<file path="src/hw/rtl/hsl2rgb_pkg.sv">
`default_nettype none

package hsl2rgb_pkg;

   // field widths
   localparam int CHANNEL_BITS = 8;
   localparam int HUE_BITS     = 9;
   localparam int KX_BITS      = 6;

   // full-scale channel code and hue limits
   localparam int FULL_SCALE  = (1 << CHANNEL_BITS) - 1;
   localparam int HUE_MAX     = 359;
   localparam int SECTOR_SPAN = 60;
   localparam int HALF_SPAN   = 30;
   localparam int HUE_120     = 120;
   localparam int HUE_180     = 180;
   localparam int HUE_240     = 240;
   localparam int HUE_300     = 300;

   // 60-degree hue sectors
   typedef enum logic [2:0] {
      SECTOR_RED_YELLOW,
      SECTOR_YELLOW_GREEN,
      SECTOR_GREEN_CYAN,
      SECTOR_CYAN_BLUE,
      SECTOR_BLUE_MAGENTA,
      SECTOR_MAGENTA_RED
   } sector_type;

   // input item
   typedef struct packed {
      logic [HUE_BITS-1:0]     hue;
      logic [CHANNEL_BITS-1:0] saturation;
      logic [CHANNEL_BITS-1:0] lightness;
   } hsl_req_type;

   // result item
   typedef struct packed {
      logic [CHANNEL_BITS-1:0] red;
      logic [CHANNEL_BITS-1:0] green;
      logic [CHANNEL_BITS-1:0] blue;
   } hsl_rsp_type;

endpackage

`default_nettype wire

</file>
<file path="src/hw/rtl/hsl_to_rgb_converter_unit.sv">
// hsl to rgb pixel converter, fully pipelined over six register stages
// throughput: one item per cycle while rsp_stall does not hold a full pipeline;
// the depth is set by one stage each for hue and lightness terms, chroma, channel weights,
// biased sum, reciprocal quotient and the output clamp
// reset clears the stage valid bits only; data registers are not reset
`default_nettype none

module hsl_to_rgb_converter_unit (
   input  wire logic                     clock,
   input  wire logic                     reset,
   input  wire logic                     req_valid,
   output logic                          req_stall,
   input  wire hsl2rgb_pkg::hsl_req_type req_item,
   output logic                          rsp_valid,
   input  wire logic                     rsp_stall,
   output hsl2rgb_pkg::hsl_rsp_type      rsp_item
);

   localparam int CB      = hsl2rgb_pkg::CHANNEL_BITS;
   localparam int HB      = hsl2rgb_pkg::HUE_BITS;
   localparam int KB      = hsl2rgb_pkg::KX_BITS;
   localparam int FULL    = hsl2rgb_pkg::FULL_SCALE;
   localparam int CW      = 2 * CB;
   localparam int ZW      = 2 * CB + 6;
   localparam int NSTAGE  = 6;
   localparam int ST_ZSUM = 3;
   localparam int ST_QUO  = 4;
   localparam int ST_OUT  = NSTAGE - 1;
   localparam int DIVISOR = hsl2rgb_pkg::SECTOR_SPAN * FULL;
   localparam int OFFSET  = (FULL - 1) / 2;
   // reciprocal of the divisor, exact for every sum up to ZMAX
   localparam int DB      = $clog2(DIVISOR);
   localparam int RSH     = ZW + DB;
   localparam int RW      = ZW + 1;
   localparam int PW      = RSH + CB;
   localparam longint unsigned RECIP_L =
      ((64'd1 << RSH) + 64'(DIVISOR) - 64'd1) / 64'(DIVISOR);
   localparam logic [RW-1:0] RECIP = RW'(RECIP_L);
   localparam longint FULL_SQ_L = longint'(FULL) * longint'(FULL);
   localparam logic [CW-1:0] FULL_SQ = CW'(FULL_SQ_L);
   localparam logic [ZW-1:0] ZMAX    = ZW'(DIVISOR) * ZW'(FULL);

   // stage valid bits and advance enables
   logic [NSTAGE-1:0] vld_ff;
   logic [NSTAGE-1:0] vld_in;
   logic [NSTAGE-1:0] en;

   for (genvar i = 0; i < NSTAGE; i++) begin : g_en
      assign en[i] = ~(rsp_stall & (&vld_ff[NSTAGE-1:i]));
   end

   assign vld_in    = (en & {vld_ff[NSTAGE-2:0], req_valid}) | (~en & vld_ff);
   assign req_stall = ~en[0];
   assign rsp_valid = vld_ff[ST_OUT];

   always_ff @(posedge clock) begin
      if (reset) begin
         vld_ff <= '0;
      end else begin
         vld_ff <= vld_in;
      end
   end

   // lightness travels alongside every stage up to the output
   logic [CB-1:0] lit_ff [0:ST_OUT-1];

   // stage 0: hue clamp, sector, secondary weight, chroma factor
   logic [HB-1:0]           hue_c;
   logic [6:0]              t_in;
   logic [KB-1:0]           kx_in;
   hsl2rgb_pkg::sector_type sec_in;
   logic [CB:0]             twice_l;
   logic [CB-1:0]           dist_in;
   logic [CB-1:0]           afac_in;

   always_comb begin
      hue_c = (req_item.hue > HB'(hsl2rgb_pkg::HUE_MAX)) ?
              HB'(hsl2rgb_pkg::HUE_MAX) : req_item.hue;
      // hue modulo 120
      if (hue_c >= HB'(hsl2rgb_pkg::HUE_240)) begin
         t_in = 7'(hue_c - HB'(hsl2rgb_pkg::HUE_240));
      end else if (hue_c >= HB'(hsl2rgb_pkg::HUE_120)) begin
         t_in = 7'(hue_c - HB'(hsl2rgb_pkg::HUE_120));
      end else begin
         t_in = 7'(hue_c);
      end
      kx_in = (t_in >= 7'(hsl2rgb_pkg::SECTOR_SPAN)) ?
              KB'(7'(hsl2rgb_pkg::HUE_120) - t_in) : KB'(t_in);
      // sector pick
      if (hue_c < HB'(hsl2rgb_pkg::SECTOR_SPAN)) begin
         sec_in = hsl2rgb_pkg::SECTOR_RED_YELLOW;
      end else if (hue_c < HB'(hsl2rgb_pkg::HUE_120)) begin
         sec_in = hsl2rgb_pkg::SECTOR_YELLOW_GREEN;
      end else if (hue_c < HB'(hsl2rgb_pkg::HUE_180)) begin
         sec_in = hsl2rgb_pkg::SECTOR_GREEN_CYAN;
      end else if (hue_c < HB'(hsl2rgb_pkg::HUE_240)) begin
         sec_in = hsl2rgb_pkg::SECTOR_CYAN_BLUE;
      end else if (hue_c < HB'(hsl2rgb_pkg::HUE_300)) begin
         sec_in = hsl2rgb_pkg::SECTOR_BLUE_MAGENTA;
      end else begin
         sec_in = hsl2rgb_pkg::SECTOR_MAGENTA_RED;
      end
      // 1 - |2L - 1|, scaled by full scale
      twice_l = {req_item.lightness, 1'b0};
      dist_in = (twice_l >= (CB+1)'(FULL)) ? CB'(twice_l - (CB+1)'(FULL)) :
                CB'((CB+1)'(FULL) - twice_l);
      afac_in = CB'(FULL) - dist_in;
   end

   logic [CB-1:0]           afac0_ff;
   logic [CB-1:0]           sat0_ff;
   logic [KB-1:0]           kx0_ff;
   hsl2rgb_pkg::sector_type sec0_ff;

   always_ff @(posedge clock) begin
      if (en[0]) begin
         afac0_ff  <= afac_in;
         sat0_ff   <= req_item.saturation;
         kx0_ff    <= kx_in;
         sec0_ff   <= sec_in;
         lit_ff[0] <= req_item.lightness;
      end
   end

   // stage 1: chroma, scaled by full scale squared
   logic [CW-1:0]           cn_in;
   logic [CW-1:0]           cn1_ff;
   logic [KB-1:0]           kx1_ff;
   hsl2rgb_pkg::sector_type sec1_ff;

   assign cn_in = CW'(afac0_ff) * CW'(sat0_ff);

   always_ff @(posedge clock) begin
      if (en[1]) begin
         cn1_ff    <= cn_in;
         kx1_ff    <= kx0_ff;
         sec1_ff   <= sec0_ff;
         lit_ff[1] <= lit_ff[0];
      end
   end

   // stage 2: per-channel weight times chroma, plus the shared offset term
   logic [KB-1:0] wgt_in  [0:2];
   logic [ZW-1:0] prod_in [0:2];
   logic [ZW-1:0] base_in;
   logic [ZW-1:0] prod2_ff [0:2];
   logic [ZW-1:0] base2_ff;

   always_comb begin
      case (sec1_ff)
         hsl2rgb_pkg::SECTOR_RED_YELLOW: begin
            wgt_in[0] = KB'(hsl2rgb_pkg::SECTOR_SPAN);
            wgt_in[1] = kx1_ff;
            wgt_in[2] = '0;
         end
         hsl2rgb_pkg::SECTOR_YELLOW_GREEN: begin
            wgt_in[0] = kx1_ff;
            wgt_in[1] = KB'(hsl2rgb_pkg::SECTOR_SPAN);
            wgt_in[2] = '0;
         end
         hsl2rgb_pkg::SECTOR_GREEN_CYAN: begin
            wgt_in[0] = '0;
            wgt_in[1] = KB'(hsl2rgb_pkg::SECTOR_SPAN);
            wgt_in[2] = kx1_ff;
         end
         hsl2rgb_pkg::SECTOR_CYAN_BLUE: begin
            wgt_in[0] = '0;
            wgt_in[1] = kx1_ff;
            wgt_in[2] = KB'(hsl2rgb_pkg::SECTOR_SPAN);
         end
         hsl2rgb_pkg::SECTOR_BLUE_MAGENTA: begin
            wgt_in[0] = kx1_ff;
            wgt_in[1] = '0;
            wgt_in[2] = KB'(hsl2rgb_pkg::SECTOR_SPAN);
         end
         hsl2rgb_pkg::SECTOR_MAGENTA_RED: begin
            wgt_in[0] = KB'(hsl2rgb_pkg::SECTOR_SPAN);
            wgt_in[1] = '0;
            wgt_in[2] = kx1_ff;
         end
         default: begin
            wgt_in[0] = '0;
            wgt_in[1] = '0;
            wgt_in[2] = '0;
         end
      endcase
      for (int c = 0; c < 3; c++) begin
         prod_in[c] = ZW'(wgt_in[c]) * ZW'(cn1_ff);
      end
      base_in = ZW'(FULL_SQ - cn1_ff) * ZW'(hsl2rgb_pkg::HALF_SPAN);
   end

   always_ff @(posedge clock) begin
      if (en[2]) begin
         prod2_ff  <= prod_in;
         base2_ff  <= base_in;
         lit_ff[2] <= lit_ff[1];
      end
   end

   // stage 3: biased channel sum, always within 0 .. 60*full^2
   logic [ZW-1:0] zsum_in [0:2];
   logic [ZW-1:0] zsum_ff [0:2];

   always_comb begin
      for (int c = 0; c < 3; c++) begin
         zsum_in[c] = prod2_ff[c] + base2_ff;
      end
   end

   always_ff @(posedge clock) begin
      if (en[ST_ZSUM]) begin
         zsum_ff         <= zsum_in;
         lit_ff[ST_ZSUM] <= lit_ff[ST_ZSUM-1];
      end
   end

   // stage 4: quotient by 60*full through the reciprocal, exact over the sum range
   logic [PW-1:0] qprod_in [0:2];
   logic [CB-1:0] quo_in   [0:2];
   logic [CB-1:0] quo_ff   [0:2];

   always_comb begin
      for (int c = 0; c < 3; c++) begin
         qprod_in[c] = PW'(zsum_ff[c]) * PW'(RECIP);
         quo_in[c]   = qprod_in[c][RSH +: CB];
      end
   end

   always_ff @(posedge clock) begin
      if (en[ST_QUO]) begin
         quo_ff         <= quo_in;
         lit_ff[ST_QUO] <= lit_ff[ST_QUO-1];
      end
   end

   // output stage: add lightness, remove the bias, clamp to the channel range
   logic signed [CB+1:0] tot_in [0:2];
   logic [CB-1:0]        chan_in [0:2];
   hsl2rgb_pkg::hsl_rsp_type rsp_ff;
   hsl2rgb_pkg::hsl_rsp_type rsp_in;

   always_comb begin
      for (int c = 0; c < 3; c++) begin
         tot_in[c] = $signed({2'b00, lit_ff[ST_OUT-1]}) + $signed({2'b00, quo_ff[c]})
                     - $signed((CB+2)'(OFFSET));
         if (tot_in[c] < 0) begin
            chan_in[c] = '0;
         end else if (tot_in[c] > $signed((CB+2)'(FULL))) begin
            chan_in[c] = CB'(FULL);
         end else begin
            chan_in[c] = tot_in[c][CB-1:0];
         end
      end
      rsp_in.red   = chan_in[0];
      rsp_in.green = chan_in[1];
      rsp_in.blue  = chan_in[2];
   end

   always_ff @(posedge clock) begin
      if (en[ST_OUT]) begin
         rsp_ff <= rsp_in;
      end
   end

   assign rsp_item = rsp_ff;

   // checks
   a_reset_empties: assert property (@(posedge clock) reset |=> !rsp_valid)
      else $error("result valid after reset");

   a_stall_only_when_full: assert property (@(posedge clock) disable iff (reset)
      req_stall |-> (rsp_stall && (&vld_ff)))
      else $error("input stalled while the pipeline has a free stage");

   a_sum_in_range: assert property (@(posedge clock) disable iff (reset)
      vld_ff[ST_ZSUM] |-> (zsum_ff[0] <= ZMAX && zsum_ff[1] <= ZMAX &&
                           zsum_ff[2] <= ZMAX))
      else $error("channel sum beyond reciprocal range");

   a_item_advances: assert property (@(posedge clock) disable iff (reset)
      (!rsp_stall && vld_ff[ST_OUT-1]) |=> rsp_valid)
      else $error("item lost on its way to the output register");

endmodule

`default_nettype wire

</file>
<file path="config.mk">
export PLATFORM = sky130hd
export DESIGN_NAME = hsl_to_rgb_converter_unit
export DESIGN_NICKNAME = d
export VERILOG_FILES = /design/src/hw/rtl/hsl2rgb_pkg.sv /design/src/hw/rtl/hsl_to_rgb_converter_unit.sv
export SDC_FILE = /design/constraint.sdc
export NUM_CORES = 2
export LEC_CHECK = 0
export BUFFER_PORTS_ARGS = -buffer_cell sky130_fd_sc_hd__buf_2
export CAP_MARGIN = 20
export CORE_ASPECT_RATIO = 1.4
export CORE_MARGIN = 3
export CORE_UTILIZATION = 31
export DETAILED_ROUTE_END_ITERATION = 10
export GPL_TIMING_DRIVEN = 0
export PLACE_DENSITY_LB_ADDON = 0.3
export SLEW_MARGIN = 5
export SYNTH_ARGS = -nofsm -noshare
export SYNTH_HDL_FRONTEND = slang
export SYNTH_SLANG_ARGS = --single-unit
</file>
<file path="constraint.sdc">
create_clock -name clock -period 7.5 [get_ports clock]
set_input_delay 0.375 -clock clock [delete_from_list [all_inputs] [get_ports clock]]
set_output_delay 0.375 -clock clock [all_outputs]
set_load 0.05 [all_outputs]
</file>
==> results by group <==
Global routing
  • Vias in the first global route: 29,694
  • First-pass GRT wire length: 158.1 mm
  • Initial antenna violation count: 2
  • Pin count of the biggest net entering global routing: 68
  • Gr usage total: 14.03%
  • Grt total ovfl: 0

Detailed routing
  • Drt total wl: 96.12 mm
  • Post-DRT Antenna Nets: 0
  • DR iter-0 viols: 857
  • Vias per Instance: 4.593
  • DRC viols: 0
  • Drt first pass iters: 4
  • WL/cell: 16.14 um
  • Via count: 27,344

Floorplanning
  • Core Area: 0.1359 sq mm
  • I/O pins: 55
  • Site Rows: 160
  • Die footprint: 0.1413 sq mm
  • Die width: 318.6 um
  • Die Y: 443.7 um
  • Effective utilization at floorplan: 31.20%

Synthesis
  • Post-synth cell types: 78
  • Leading area contributor after synthesis: fa_1
  • Number of synthesized flops with an enable pin: 282
  • Synthesized area: 0.04241 sq mm
  • Primary FF master, synth: edfxtp_1
  • Commonest cells post-synth: 849 x ha_1, 797 x inv_1, 540 x fa_1
  • Seq/Total Area, Yosys: 20.25%
  • Ys async rst share: 0%
  • Synth Warn #: 0
  • Yosys reg bits: 288
  • Mean post-synth cell area: 10.51 sq um
  • Synthesized netlist cell count: 4,036
  • Dominant cells by area after synthesis: fa_1 25%, ha_1 25%, edfxtp_1 20%
  • Cell with the most instances after synthesis: ha_1
  • Syn nets: 5,454
  • Top-area cell type share of the netlist area: 25.49%

STA
  • Fmax: 145.2 MHz
  • Period minus WS final: 6.885 ns
  • Slew Limit Fails: 0
  • Sum Neg Setup Slack: 0 ns
  • Hold WS: 0.08219 ns
  • Final setup fails: 0
  • Relative slew margins: 38.15%
  • Layout Skew: 0.02185 ns
  • Tightest Pin Transition: 0.9180 ns
  • RSZ-0062 raised after global routing: false
  • Final cycle utilization of the critical path: 91.80%
  • Final setup margin: 0.6151 ns
  • Final Hold Fails: 0

Placement
  • Gpl congestion: 0.8556
  • Hpwl dp: 82.19 mm
  • Port-buffer cells: 50
  • Pre-CTS setup slack: 0.4810 ns

Clock network
  • Clock root buffer: clkbuf_16
  • CTS Buf Count: 35
  • Clock Latency Late Sink: 0.57 ns
  • Reg clk slew, reported paths: 0.06 ns
  • Post-CTS setup buffers: 0
  • CTS Sinks: 288
  • Clk buf depth: 3
  • H-Tree Depth: 2
  • CTS tree: built

Critical path
  • Setup CP Type: reg2reg
  • Worst Path Arrival: 7.17 ns
  • CP startpoint kind: flop
  • WP data required: 7.79 ns
  • CP Capture Type: flop
  • Max Fanout on Critical Path: 7

Layout
  • Layout Nets: 5,564
  • Final Core Density: 34.06%
  • Register Area: 0.008588 sq mm
  • Area occupied by multi-input gates: 0.03058 sq mm
  • Area delta synth->final: 9.160%
  • Share of cells above drive strength 1: 3.547%
  • # fillers: 13,613
  • Antenna diodes: 0

Worst hold path
  • Hold crit path type: in2reg

Run status
  • Status: complete, no violations

Flow run
  • Max-cap viol count: 0
[critical path: stages, from the launching register on]
cell and delay (ns):
edfxtp_1 0.63, ha_1 0.43, fa_1 0.52, fa_1 0.50, ha_1 0.28, inv_1 0.05
fa_1 0.53, inv_1 0.05, fa_1 0.49, fa_1 0.45, ha_1 0.31, o211ai_1 0.09
nor2_1 0.09, a221oi_1 0.31, o21ai_0 0.32, o211ai_1 0.38, nand2_1 0.19, o41ai_2 0.46
nor2_1 0.10, a211oi_1 0.43
[stage by stage]
stage	instance area [sq um]	instances
floorplan	42410	4036
global placement	44890	5868
detailed placement	45000	5872
CTS	46300	5954
global route	46300	5954
finish	46300	5954
[final timing paths]
| kind | start | endpoint | slack, ns | cells past startpoint |
|---|---|---|---|---|
| min reg2reg | lit_ff[0][31] | lit_ff[0][39] | 0.41 | 0 |
| max reg2reg | zsum_ff[58] | quo_ff[23] | 0.62 | 19 |
| max | zsum_ff[58] | quo_ff[23] | 0.62 | 19 |
| min | rsp_stall | flop | 0.08 | 3 |
[state kept, by name, indices dropped and copies added, names as in the netlist, 6 cells and up, named ones only]
name      flops
prod2_ff     63
zsum_ff      63
lit_ff       40
quo_ff       24
rsp_item     24
base2_ff     20
cn1_ff       15
sat0_ff       8
afac0_ff      7
kx0_ff        6
kx1_ff        6
[kinds of logic after synthesis]
kind of cell    share of synthesized area (%)
xor+xnor                                4.086
simple gates                            9.921
fa+ha+maj                               50.54
flops                                   20.25
compound gates                          7.402
mux                                    0.1180
buf+inv                                 7.688
[per-layer routing]
metal  global-route usage (%)  vias to the layer above  part of all wire [%]
li1                         -                    13628                     -
met1                    16.55                    13213                    42
met2                    26.02                      338                    52
met3                    1.368                      161                   2.4
met4                    5.581                        4                   4.5
met5                        0                        -                 0.029
[timing repair]
action                     4_1_cts  5_1_grt
hold buffers                    19        0
resized for setup                0        0
setup endpoints to repair        0        0
hold endpoints to repair        22        0
[layout by cell type (no fill, tap or decap), types with 26 or more instances in the layout]
cell / count
edfxtp_1: 282
nor2_1: 153
and2_1: 204
and3_1: 74
buf_2: 52
o21a_1: 31
xor2_1: 50
clkbuf_16: 35
clkbuf_1: 65
nand3_1: 40
o21ai_0: 64
nand2b_1: 28
xnor2_1: 146
nor2b_1: 26
o21bai_1: 27
nor3_1: 52
inv_1: 795
a21oi_1: 168
fa_1: 540
nand2_1: 157
a21o_1: 44
ha_1: 849
[final cells by class]
type	count	area share, %
tap	1782	4.816
buffer	65	0.5486
inverter	801	6.500
clock inverter	23	0.4486
timing repair buffer	73	1.157
sequential	288	18.55
multi-input combinational	2882	66.05
clock buffer	40	1.932
Power is not shown: default switching activity piles up to over one toggle a cycle in this logic, so the estimate is an artifact.
